===== src/hdl/tevfm_pkg.sv =====
package tevfm_pkg;

   // Field widths fixed by the port list.
   localparam int FRAME_W  = 16;
   localparam int THR_W    = 4;
   localparam int RATE_W   = 16;
   localparam int PERIOD_W = 16;
   localparam int PPR_W    = 8;
   localparam int EDGES_W  = 7;
   localparam int PAIRS_W  = 6;
   localparam int SUM_W    = 22;
   localparam int FREQ_W   = 20;
   localparam int RPM_W    = 22;
   localparam int STATUS_W = 2;
   localparam int CSR_IDX_W  = 3;
   localparam int CSR_DATA_W = 16;
   localparam int DIV_W    = 32;

   // Register indexes on the configuration port.
   localparam logic [CSR_IDX_W-1:0] REG_FRAME_LENGTH   = 3'd0;
   localparam logic [CSR_IDX_W-1:0] REG_VOTE_THRESHOLD = 3'd1;
   localparam logic [CSR_IDX_W-1:0] REG_RATE_HZ        = 3'd2;
   localparam logic [CSR_IDX_W-1:0] REG_MIN_PERIOD     = 3'd3;
   localparam logic [CSR_IDX_W-1:0] REG_MAX_PERIOD     = 3'd4;
   localparam logic [CSR_IDX_W-1:0] REG_PULSES_PER_REV = 3'd5;

   // Register values after reset.
   localparam logic [FRAME_W-1:0]  RST_FRAME_LENGTH   = 16'd2000;
   localparam logic [THR_W-1:0]    RST_VOTE_THRESHOLD = 4'd7;
   localparam logic [RATE_W-1:0]   RST_RATE_HZ        = 16'd20000;
   localparam logic [PERIOD_W-1:0] RST_MIN_PERIOD     = 16'd20;
   localparam logic [PERIOD_W-1:0] RST_MAX_PERIOD     = 16'd4000;
   localparam logic [PPR_W-1:0]    RST_PULSES_PER_REV = 8'd2;

   // Result status codes.
   localparam logic [STATUS_W-1:0] STATUS_OK        = 2'd0;
   localparam logic [STATUS_W-1:0] STATUS_FEW_EDGES = 2'd1;
   localparam logic [STATUS_W-1:0] STATUS_NO_PAIRS  = 2'd2;

   // Saturation limits of the reported rates.
   localparam logic [FREQ_W-1:0] FREQ_CAP = 20'd655350;
   localparam logic [RPM_W-1:0]  RPM_CAP  = 22'd3932100;

   // Settings the edge tracker needs.
   typedef struct packed {
      logic [FRAME_W-1:0]  frame_length;
      logic [THR_W-1:0]    vote_threshold;
      logic [PERIOD_W-1:0] min_period;
      logic [PERIOD_W-1:0] max_period;
   } edge_cfg_type;

   // Running totals of the current frame, plus the end-of-frame flag.
   typedef struct packed {
      logic [EDGES_W-1:0] edges;
      logic [PAIRS_W-1:0] pairs;
      logic [SUM_W-1:0]   period_sum;
      logic               frame_end;
   } frame_sum_type;

endpackage


===== src/hdl/tach_edge_vote_frequency_meter_core.sv =====
// Tach frequency meter. Each req beat carries one sampled tach level; samples
// form frames of frame_length positions, and the sample that ends a frame
// yields one rsp beat with the status, the edge and pair counts, and the
// rounded average frequency (0.1 Hz) and rpm. The frame-ending sample of a
// good frame starts the frame-end math: two products, then two 32-step
// divisions on a single shared restoring divider, with req_ready low until
// the result is loaded. req_ready is also low when the next sample would
// end a frame while the previous result is still waiting on rsp.
// Configuration is written through csr_we, csr_index and csr_wdata; the
// user must write it only while the block is idle; the block does not enforce it.
module tach_edge_vote_frequency_meter_core
   import tevfm_pkg::*;
#(
   parameter int WINDOW    = 8,
   parameter int MAX_EDGES = 64
) (
   input  logic                  clock,
   input  logic                  reset,
   input  logic                  req_valid,
   output logic                  req_ready,
   input  logic                  req_sample_bit,
   output logic                  rsp_valid,
   input  logic                  rsp_ready,
   output logic [STATUS_W-1:0]   rsp_status,
   output logic [EDGES_W-1:0]    rsp_edge_count,
   output logic [PAIRS_W-1:0]    rsp_valid_pairs,
   output logic [FREQ_W-1:0]     rsp_freq_tenths,
   output logic [RPM_W-1:0]      rsp_rpm,
   input  logic                  csr_we,
   input  logic [CSR_IDX_W-1:0]  csr_index,
   input  logic [CSR_DATA_W-1:0] csr_wdata
);

   typedef enum logic [2:0] {
      ST_RUN,
      ST_MUL,
      ST_FREQ_GO,
      ST_FREQ_WAIT,
      ST_RPM_GO,
      ST_RPM_WAIT
   } state_type;

   state_type            state_ff;

   logic [FRAME_W-1:0]   frame_length_ff;
   logic [THR_W-1:0]     vote_threshold_ff;
   logic [RATE_W-1:0]    rate_hz_ff;
   logic [PERIOD_W-1:0]  min_period_ff;
   logic [PERIOD_W-1:0]  max_period_ff;
   logic [PPR_W-1:0]     ppr_ff;

   logic [SUM_W-1:0]     psum_cap_ff;
   logic [PAIRS_W-1:0]   pairs_cap_ff;
   logic [SUM_W-1:0]     base_ff;
   logic [SUM_W+PPR_W-1:0] pprod_ff;

   logic                 rsp_valid_ff;
   logic [STATUS_W-1:0]  rsp_status_ff;
   logic [EDGES_W-1:0]   rsp_edges_ff;
   logic [PAIRS_W-1:0]   rsp_pairs_ff;
   logic [FREQ_W-1:0]    rsp_freq_ff;
   logic [RPM_W-1:0]     rsp_rpm_ff;

   edge_cfg_type         edge_cfg;
   frame_sum_type        sum;
   logic                 beat;
   logic [STATUS_W-1:0]  status_now;
   logic [PPR_W-1:0]     ppr_eff;
   logic                 div_start;
   logic                 div_done;
   logic [DIV_W-1:0]     div_num;
   logic [DIV_W-1:0]     div_den;
   logic [DIV_W-1:0]     div_quo;
   logic [DIV_W-1:0]     freq_num;
   logic [DIV_W-1:0]     freq_den;
   logic [DIV_W-1:0]     rpm_num;
   logic [DIV_W-1:0]     rpm_den;
   logic [FREQ_W-1:0]    freq_sat;
   logic [RPM_W-1:0]     rpm_sat;

   // Configuration registers.
   always_ff @(posedge clock) begin
      if (reset) begin
         frame_length_ff   <= RST_FRAME_LENGTH;
         vote_threshold_ff <= RST_VOTE_THRESHOLD;
         rate_hz_ff        <= RST_RATE_HZ;
         min_period_ff     <= RST_MIN_PERIOD;
         max_period_ff     <= RST_MAX_PERIOD;
         ppr_ff            <= RST_PULSES_PER_REV;
      end else if (csr_we) begin
         unique case (csr_index)
            REG_FRAME_LENGTH:   frame_length_ff   <= csr_wdata;
            REG_VOTE_THRESHOLD: vote_threshold_ff <= csr_wdata[THR_W-1:0];
            REG_RATE_HZ:        rate_hz_ff        <= csr_wdata;
            REG_MIN_PERIOD:     min_period_ff     <= csr_wdata;
            REG_MAX_PERIOD:     max_period_ff     <= csr_wdata;
            REG_PULSES_PER_REV: ppr_ff            <= csr_wdata[PPR_W-1:0];
            default: ;
         endcase
      end
   end

   assign edge_cfg.frame_length   = frame_length_ff;
   assign edge_cfg.vote_threshold = vote_threshold_ff;
   assign edge_cfg.min_period     = min_period_ff;
   assign edge_cfg.max_period     = max_period_ff;

   // A frame-ending sample waits until the output register is free.
   assign req_ready = (state_ff == ST_RUN) && !(rsp_valid_ff && sum.frame_end);
   assign beat      = req_valid && req_ready;

   tevfm_edge #(
      .WINDOW    (WINDOW),
      .MAX_EDGES (MAX_EDGES)
   ) u_edge (
      .clock  (clock),
      .reset  (reset),
      .beat   (beat),
      .sample (req_sample_bit),
      .cfg    (edge_cfg),
      .sum    (sum)
   );

   // Frame status from the running totals.
   always_comb begin
      priority if (sum.edges < EDGES_W'(2)) begin
         status_now = STATUS_FEW_EDGES;
      end else if (sum.pairs == '0 || sum.period_sum == '0) begin
         status_now = STATUS_NO_PAIRS;
      end else begin
         status_now = STATUS_OK;
      end
   end

   assign ppr_eff = (ppr_ff == '0) ? PPR_W'(1) : ppr_ff;

   // Divider operands; the added half-divisor rounds half up.
   assign freq_num = DIV_W'({base_ff, 4'b0}) + DIV_W'({base_ff, 2'b0}) + DIV_W'(psum_cap_ff);
   assign freq_den = DIV_W'({psum_cap_ff, 1'b0});
   assign rpm_num  = DIV_W'({base_ff, 7'b0}) - DIV_W'({base_ff, 3'b0}) + DIV_W'(pprod_ff);
   assign rpm_den  = DIV_W'({pprod_ff, 1'b0});

   assign div_start = (state_ff == ST_FREQ_GO) || (state_ff == ST_RPM_GO);
   assign div_num   = (state_ff == ST_RPM_GO) ? rpm_num : freq_num;
   assign div_den   = (state_ff == ST_RPM_GO) ? rpm_den : freq_den;

   tevfm_div u_div (
      .clock (clock),
      .reset (reset),
      .start (div_start),
      .num   (div_num),
      .den   (div_den),
      .done  (div_done),
      .quo   (div_quo)
   );

   // Clamp the quotients to the reported ranges.
   assign freq_sat = (div_quo > DIV_W'(FREQ_CAP)) ? FREQ_CAP : div_quo[FREQ_W-1:0];
   assign rpm_sat  = (div_quo > DIV_W'(RPM_CAP)) ? RPM_CAP : div_quo[RPM_W-1:0];

   // Frame-end sequencer and the output register.
   always_ff @(posedge clock) begin
      if (reset) begin
         state_ff     <= ST_RUN;
         rsp_valid_ff <= 1'b0;
      end else begin
         if (rsp_valid_ff && rsp_ready) begin
            rsp_valid_ff <= 1'b0;
         end
         unique case (state_ff)
            ST_RUN: begin
               if (beat && sum.frame_end) begin
                  rsp_status_ff <= status_now;
                  rsp_edges_ff  <= sum.edges;
                  rsp_pairs_ff  <= (status_now == STATUS_FEW_EDGES) ? '0 : sum.pairs;
                  psum_cap_ff   <= sum.period_sum;
                  pairs_cap_ff  <= sum.pairs;
                  if (status_now == STATUS_OK) begin
                     state_ff <= ST_MUL;
                  end else begin
                     rsp_freq_ff  <= '0;
                     rsp_rpm_ff   <= '0;
                     rsp_valid_ff <= 1'b1;
                  end
               end
            end
            ST_MUL: begin
               base_ff  <= SUM_W'(rate_hz_ff) * SUM_W'(pairs_cap_ff);
               pprod_ff <= (SUM_W+PPR_W)'(psum_cap_ff) * (SUM_W+PPR_W)'(ppr_eff);
               state_ff <= ST_FREQ_GO;
            end
            ST_FREQ_GO: begin
               state_ff <= ST_FREQ_WAIT;
            end
            ST_FREQ_WAIT: begin
               if (div_done) begin
                  rsp_freq_ff <= freq_sat;
                  state_ff    <= ST_RPM_GO;
               end
            end
            ST_RPM_GO: begin
               state_ff <= ST_RPM_WAIT;
            end
            ST_RPM_WAIT: begin
               if (div_done) begin
                  rsp_rpm_ff   <= rpm_sat;
                  rsp_valid_ff <= 1'b1;
                  state_ff     <= ST_RUN;
               end
            end
            default: begin
               state_ff <= ST_RUN;
            end
         endcase
      end
   end

   assign rsp_valid       = rsp_valid_ff;
   assign rsp_status      = rsp_status_ff;
   assign rsp_edge_count  = rsp_edges_ff;
   assign rsp_valid_pairs = rsp_pairs_ff;
   assign rsp_freq_tenths = rsp_freq_ff;
   assign rsp_rpm         = rsp_rpm_ff;

`ifndef SYNTHESIS
   // A frame result is never loaded over one that is still waiting.
   a_no_overwrite: assert property (@(posedge clock) disable iff (reset)
      (beat && sum.frame_end) |-> !rsp_valid_ff)
      else $error("frame result loaded while previous result pending");

   // Failed frames report zero rates.
   a_fail_zero: assert property (@(posedge clock) disable iff (reset)
      (rsp_valid_ff && rsp_status_ff != STATUS_OK) |->
         (rsp_freq_ff == '0 && rsp_rpm_ff == '0))
      else $error("nonzero rate on a failed frame");

   // A good frame has an edge count from 2 up to MAX_EDGES and a nonzero pair count.
   a_ok_counts: assert property (@(posedge clock) disable iff (reset)
      (rsp_valid_ff && rsp_status_ff == STATUS_OK) |->
         (rsp_pairs_ff != '0 && rsp_edges_ff >= EDGES_W'(2)
          && rsp_edges_ff <= EDGES_W'(MAX_EDGES)))
      else $error("inconsistent counts on a good frame");

   // Reported rates stay within their limits.
   a_caps: assert property (@(posedge clock) disable iff (reset)
      rsp_valid_ff |-> (rsp_freq_ff <= FREQ_CAP && rsp_rpm_ff <= RPM_CAP))
      else $error("rate above its limit");
`endif

endmodule


===== src/hdl/tevfm_edge.sv =====
module tevfm_edge
   import tevfm_pkg::*;
#(
   parameter int WINDOW    = 8,
   parameter int MAX_EDGES = 64
) (
   input  logic          clock,
   input  logic          reset,
   input  logic          beat,
   input  logic          sample,
   input  edge_cfg_type  cfg,
   output frame_sum_type sum
);

   localparam int HIST_W = 2 * WINDOW;
   localparam int SKIP_W = (WINDOW > 1) ? $clog2(WINDOW) : 1;

   logic [HIST_W-1:0]   hist_ff, hist_in;
   logic [FRAME_W-1:0]  pos_ff, pos_in;
   logic [SKIP_W-1:0]   skip_ff, skip_in;
   logic [EDGES_W-1:0]  edges_ff, edges_in;
   logic [FRAME_W-1:0]  prev_ff, prev_in;
   logic [SUM_W-1:0]    psum_ff, psum_in;
   logic [PAIRS_W-1:0]  pairs_ff, pairs_in;

   logic [FRAME_W:0]    frame_len;
   logic [FRAME_W:0]    pos_next;
   logic                frame_end;
   logic [HIST_W-1:0]   hist_new;
   logic [WINDOW-1:0]   win_hi;
   logic [WINDOW-1:0]   win_lo;
   logic [THR_W-1:0]    highs;
   logic [THR_W-1:0]    lo_ones;
   logic [THR_W-1:0]    lows;
   logic                rise;
   logic                vote_ok;
   logic                cand_ok;
   logic [FRAME_W-1:0]  cand_pos;
   logic [FRAME_W-1:0]  gap;
   logic                gap_ok;

   // A zero length stands for the full 16-bit range.
   assign frame_len = (cfg.frame_length == '0) ? {1'b1, {FRAME_W{1'b0}}}
                                               : {1'b0, cfg.frame_length};
   assign pos_next  = {1'b0, pos_ff} + {{FRAME_W{1'b0}}, 1'b1};
   assign frame_end = !(pos_next < frame_len);

   // The newest sample enters at bit 0; the high half is the older window.
   assign hist_new = {hist_ff[HIST_W-2:0], sample};
   assign win_hi   = hist_new[WINDOW-1:0];
   assign win_lo   = hist_new[HIST_W-1:WINDOW];

   // Vote counts on both sides of the candidate.
   always_comb begin
      highs   = '0;
      lo_ones = '0;
      for (int k = 0; k < WINDOW; k++) begin
         highs   = highs + THR_W'(win_hi[k]);
         lo_ones = lo_ones + THR_W'(win_lo[k]);
      end
   end

   assign lows     = THR_W'(WINDOW) - lo_ones;
   assign rise     = win_hi[WINDOW-1] && !win_lo[0];
   assign vote_ok  = rise && (lows >= cfg.vote_threshold) && (highs >= cfg.vote_threshold);
   assign cand_ok  = pos_ff >= FRAME_W'(2 * WINDOW - 1);
   assign cand_pos = pos_ff - FRAME_W'(WINDOW - 1);
   assign gap      = cand_pos - prev_ff;
   assign gap_ok   = (gap >= cfg.min_period) && (gap <= cfg.max_period);

   // Next-state logic for one accepted sample.
   always_comb begin
      hist_in  = hist_ff;
      pos_in   = pos_ff;
      skip_in  = skip_ff;
      edges_in = edges_ff;
      prev_in  = prev_ff;
      psum_in  = psum_ff;
      pairs_in = pairs_ff;
      if (beat) begin
         if (frame_end) begin
            hist_in  = '0;
            pos_in   = '0;
            skip_in  = '0;
            edges_in = '0;
            prev_in  = '0;
            psum_in  = '0;
            pairs_in = '0;
         end else begin
            hist_in = hist_new;
            pos_in  = pos_next[FRAME_W-1:0];
            if (cand_ok) begin
               if (skip_ff != '0) begin
                  skip_in = skip_ff - SKIP_W'(1);
               end else if (edges_ff < EDGES_W'(MAX_EDGES) && vote_ok) begin
                  if (edges_ff != '0 && gap_ok) begin
                     psum_in  = psum_ff + SUM_W'(gap);
                     pairs_in = pairs_ff + PAIRS_W'(1);
                  end
                  prev_in  = cand_pos;
                  edges_in = edges_ff + EDGES_W'(1);
                  skip_in  = SKIP_W'(WINDOW - 1);
               end
            end
         end
      end
   end

   always_ff @(posedge clock) begin
      if (reset) begin
         hist_ff  <= '0;
         pos_ff   <= '0;
         skip_ff  <= '0;
         edges_ff <= '0;
         prev_ff  <= '0;
         psum_ff  <= '0;
         pairs_ff <= '0;
      end else begin
         hist_ff  <= hist_in;
         pos_ff   <= pos_in;
         skip_ff  <= skip_in;
         edges_ff <= edges_in;
         prev_ff  <= prev_in;
         psum_ff  <= psum_in;
         pairs_ff <= pairs_in;
      end
   end

   assign sum.edges      = edges_ff;
   assign sum.pairs      = pairs_ff;
   assign sum.period_sum = psum_ff;
   assign sum.frame_end  = frame_end;

endmodule


===== src/hdl/tevfm_div.sv =====
module tevfm_div
   import tevfm_pkg::*;
(
   input  logic             clock,
   input  logic             reset,
   input  logic             start,
   input  logic [DIV_W-1:0] num,
   input  logic [DIV_W-1:0] den,
   output logic             done,
   output logic [DIV_W-1:0] quo
);

   localparam int CNT_W = $clog2(DIV_W + 1);

   logic [CNT_W-1:0] cnt_ff;
   logic             busy_ff;
   logic             done_ff;
   logic [DIV_W-1:0] rem_ff;
   logic [DIV_W-1:0] den_ff;
   logic [DIV_W-1:0] dq_ff;

   logic [DIV_W:0]   trial;
   logic             fits;
   logic [DIV_W:0]   diff;

   // One restoring step: bring down the next dividend bit and try the subtract.
   assign trial = {rem_ff, dq_ff[DIV_W-1]};
   assign fits  = trial >= {1'b0, den_ff};
   assign diff  = trial - {1'b0, den_ff};

   always_ff @(posedge clock) begin
      if (reset) begin
         busy_ff <= 1'b0;
         done_ff <= 1'b0;
         cnt_ff  <= '0;
      end else begin
         done_ff <= busy_ff && !start && (cnt_ff == CNT_W'(1));
         if (start) begin
            busy_ff <= 1'b1;
            cnt_ff  <= CNT_W'(DIV_W);
         end else if (busy_ff) begin
            cnt_ff <= cnt_ff - CNT_W'(1);
            if (cnt_ff == CNT_W'(1)) begin
               busy_ff <= 1'b0;
            end
         end
      end
   end

   // Datapath registers need no reset.
   always_ff @(posedge clock) begin
      if (start) begin
         rem_ff <= '0;
         den_ff <= den;
         dq_ff  <= num;
      end else if (busy_ff) begin
         rem_ff <= fits ? diff[DIV_W-1:0] : trial[DIV_W-1:0];
         dq_ff  <= {dq_ff[DIV_W-2:0], fits};
      end
   end

   assign done = done_ff;
   assign quo  = dq_ff;

endmodule


===== config.mk =====
export PLATFORM = sky130hd
export DESIGN_NAME = tach_edge_vote_frequency_meter_core
export DESIGN_NICKNAME = d
export VERILOG_FILES = /design/src/hdl/tevfm_pkg.sv /design/src/hdl/tach_edge_vote_frequency_meter_core.sv /design/src/hdl/tevfm_edge.sv /design/src/hdl/tevfm_div.sv
export SDC_FILE = /design/constraint.sdc
export NUM_CORES = 2
export LEC_CHECK = 0
export ABC_CLOCK_PERIOD_IN_PS = 7600
export BUFFER_PORTS_ARGS = -buffer_cell sky130_fd_sc_hd__buf_2
export CORE_ASPECT_RATIO = 1.75
export CORE_UTILIZATION = 65
export DETAILED_ROUTE_END_ITERATION = 6
export MAX_ROUTING_LAYER = met4
export PLACE_DENSITY = 0.83
export SLEW_MARGIN = 10
export SYNTH_ARGS = -nofsm -noshare
export SYNTH_HDL_FRONTEND = slang
export SYNTH_SLANG_ARGS = --single-unit

===== constraint.sdc =====
create_clock -name clock -period 7.6 [get_ports clock]
set_input_delay 0.38 -clock clock [delete_from_list [all_inputs] [get_ports clock]]
set_output_delay 0.38 -clock clock [all_outputs]
set_load 0.02 [all_outputs]

==> impl_results.md <==
* Maximum buffer depth of the clock tree at 3
* Final-report hold violation count at 0
* Proportion of synthesized chip area in sequential cells at 31.3%
* HPWL after detailed placement at 68500 um
* Average cell area after synthesis at 8.92 um2
* Cell chain of the critical path: nor4_1 > a21oi_1 > buf_4 > nor2b_1 > fa_1 > fa_1 > inv_1 > fa_1 > inv_1 > ha_1 > o21ai_0 > nor2_1 > nor2_1 > a311oi_1 > a2111o_1 > a31o_1 > a311oi_2 > a21oi_2 > a21o_1 > a21oi_1 > xnor2_1
* Highest metal layer with signal wires: met4
* Worst Max-Slew Pin Slew at 1.11 ns
* Slowest cell delay on critical path at 0.83 ns
* Die extent in y at 296 um
* Number of distinct library cells after synthesis at 77
* Highest-count cells in the layout ignoring fill and taps: nand2_1 (468), inv_1 (383), ha_1 (285)
* Leak at 15.5 nW
* Max-slew headroom at the worst pin at 25.4%
* Slowest cell on the critical path: dfxtp_1
* Status: complete, no violations
* Number of antenna violations at the first check in global routing at 3
* Power density relative to cell area at 159 mW/mm2
* Vias post-DR at 25855
* Number of cells traversed by the worst hold path at 3
* Die outline width at 170 um
* Root buf cell: clkbuf_16
* Most used cell along the critical path: fa_1
* Net Count, Synth at 4125
* Clock insertion delay at the later pin of the skew report at 0.57 ns
* Number of rows in the core area at 107
* Crit. End Element: flip-flop
* Post-synthesis cell count at 3607
* Unrepaired setup endpoints after global routing: false
* Data required time at the worst endpoint at 7.89 ns
* Wire length on met1 at 28600 um
* EDFF count, synth at 199
* YS warnings at 0
* Count of TritonRoute iterations in the first routing pass at 5
* Minimum clock period at 6.41 ns
* Clock skew after layout at 0.0282 ns
* Synth Flop Type: dfxtp_1
* Max-slew violation count at 0
* Setup crit start kind: flip-flop
* DRC violations left at 0
* Cell area after synthesis at 0.0322 mm2
* TritonCTS clock tree: built
* Routed vias/inst at 5.98
* Fraction of final layout cells sized beyond drive strength 1 at 5.59%
* Post-route setup TNS at 0 ns
* Area of the die at 0.0504 mm2
* Total met3 wirelength after detailed routing at 4440 um
* Buffers inserted during post-CTS setup optimization at 0
* First-pass GRT wire length at 136000 um
* Clock Sinks at 404
* Worst slack on hold paths at 0.112 ns
* Vias in the first global route at 25909
* Final setup vio count at 0
* Max Cap Violations at 0
* CTS clk-pin slew, worst paths at 0.07 ns
* Overall fraction of global-route tracks in use at 36.5%
* Total length of routed wires at 87400 um
* Worst-path maximum fanout at 24
* Placeable core region at 0.0487 mm2
* Count of buffers from port buffering at 83
* Initial core utilization at 66.0%
* Synthesis-to-finish area growth at 7.28%
* Clock buffers created by TritonCTS at 38
* Flops & latches, synth at 404
* Remaining Overflow, GRT at 0
* Most common cell after layout, fill and taps aside: nand2_1
* Count of instances resized after the clock tree is built at 0
* GPL Wtd Cong at 1.11
* Pin count of the biggest net entering global routing at 60
* Peak Freq at 156 MHz
* Type of the most critical hold path: input port to flip-flop
* Starting DRC count in detailed routing at 1310
* Number of I/O pins at 84
* Max VDD drop at 0.201 mV
* Post-cts hold buffer count at 0
* WS Path Type: flip-flop to flip-flop
* Arrival time reported for the critical path endpoint at 6.71 ns
* Average wire length per cell after detail routing at 20.2 um
* ANT nets after route at 0
* Share of the clock period used by the worst path at 84.4%
* Number of H-tree levels at 2
* Worst-case reg-to-reg path depth at 21
* Number of nets in the finished design at 4154
* Async SR Flop Fraction at 0%
* Amount of wire on met2 after detailed routing at 44800 um
state kept, by name, indices dropped and copies added, names as in the netlist, 8 cells and up:
signal / cells
base_ff: 22
frame_length_ff: 16
max_period_ff: 16
min_period_ff: 16
ppr_ff: 8
pprod_ff: 30
psum_cap_ff: 22
rate_hz_ff: 16
rsp_freq_tenths: 20
rsp_rpm: 22
u_div.den_ff: 30
u_div.quo: 32
u_div.rem_ff: 32
u_edge.hist_ff: 15
u_edge.pos_ff: 16
u_edge.prev_ff: 16
u_edge.psum_ff: 22
kinds of logic after synthesis:
| family | Yosys count | synth area share, % |
|---|---|---|
| buffers and inverters | 506 | 5.93 |
| xor gates and xnor gates | 207 | 5.64 |
| DFF | 404 | 31.3 |
| muxes | 17 | 0.533 |
| and+or+nand+nor | 1265 | 18.7 |
| adders and majority gates | 493 | 24.0 |
| AOI/OAI and AO/OA | 715 | 13.8 |
cells in the mapped netlist (all sizes together), types with 39 or more instances:
| library cell | count | share of area, % |
|---|---|---|
| a21o | 74 | 1.7 |
| nor2 | 279 | 3.3 |
| a21oi | 270 | 4.2 |
| fa | 208 | 13 |
| dfxtp | 205 | 13 |
| nor2b | 62 | 1.2 |
| ha | 285 | 11 |
| o21a | 39 | 0.91 |
| nand2 | 468 | 5.5 |
| nand3 | 45 | 0.70 |
| nor3 | 55 | 0.86 |
| and2 | 175 | 3.4 |
| clkbuf | 116 | 1.4 |
| edfxtp | 199 | 19 |
| o21ai | 133 | 2.1 |
| inv | 383 | 4.5 |
| xnor2 | 120 | 3.3 |
| xor2 | 87 | 2.4 |
cell type report:
| type | instances | area [um2] |
|---|---|---|
| flip-flops and latches | 404 | 10100 |
| fillers | 3918 | 14200 |
| multi-input cells | 2697 | 20200 |
| well taps | 654 | 818 |
| inverters | 384 | 1440 |
| diodes | 1 | 2.50 |
| repair buffers | 111 | 628 |
| clock buffers | 48 | 1060 |
| clock inverters | 22 | 230 |
critical path: cells and delay by family, from the launching register on:
family	cells	cell delay [ns]
buffers and inverters	3	0.38
adder cells (fa/ha/maj)	4	1.81
AND/OR/NAND/NOR	4	0.44
XOR/XNOR	1	0.12
flip-flops	1	0.83
AO/OA/AOI/OAI	9	2.54
per-stage QoR:
stage                     cells  power [mW]  area [um2]  worst slack [ns]  util [%]
final                      4321        5.50       34500              1.19      70.8
after global routing       4320        5.72       34500             0.651      70.8
after CTS                  4320        5.50       34500              1.23      70.8
after detailed placement   4250        3.54       33200              1.26      68.1
after global placement     4250        3.51       33200              1.39      68.1
after floorplan            3607        3.31       32200             0.830         -
per-layer routing:
| metal | GRT usage [%] | vias to the layer above |
|---|---|---|
| li1 | - | 12247 |
| met1 | 33.1 | 12329 |
| met2 | 65.5 | 884 |
| met3 | 5.18 | 395 |
| met4 | 33.0 | 0 |
| met5 | - | - |
where the power goes:
group          leakage, nW  switching, mW  internal (mW)
registers             3.56         0.0813           2.36
clock network        0.625          0.875           1.11
logic                 11.3          0.628          0.449
worst paths after layout:
kind / from / endpoint / slack, ns
max: ppr_ff[3]$_SDFFE_PP0P_ / pprod_ff[27]$_DFFE_PP_ / 1.19
min: csr_wdata[14] / frame_length_ff[14]$_SDFFE_PP0P_ / 0.11
max reg2reg: ppr_ff[3]$_SDFFE_PP0P_ / pprod_ff[27]$_DFFE_PP_ / 1.19
min reg2reg: max_period_ff[3]$_SDFFE_PP0P_ / max_period_ff[3]$_SDFFE_PP0P_ / 0.45
Power figures use the tool's default switching activity.
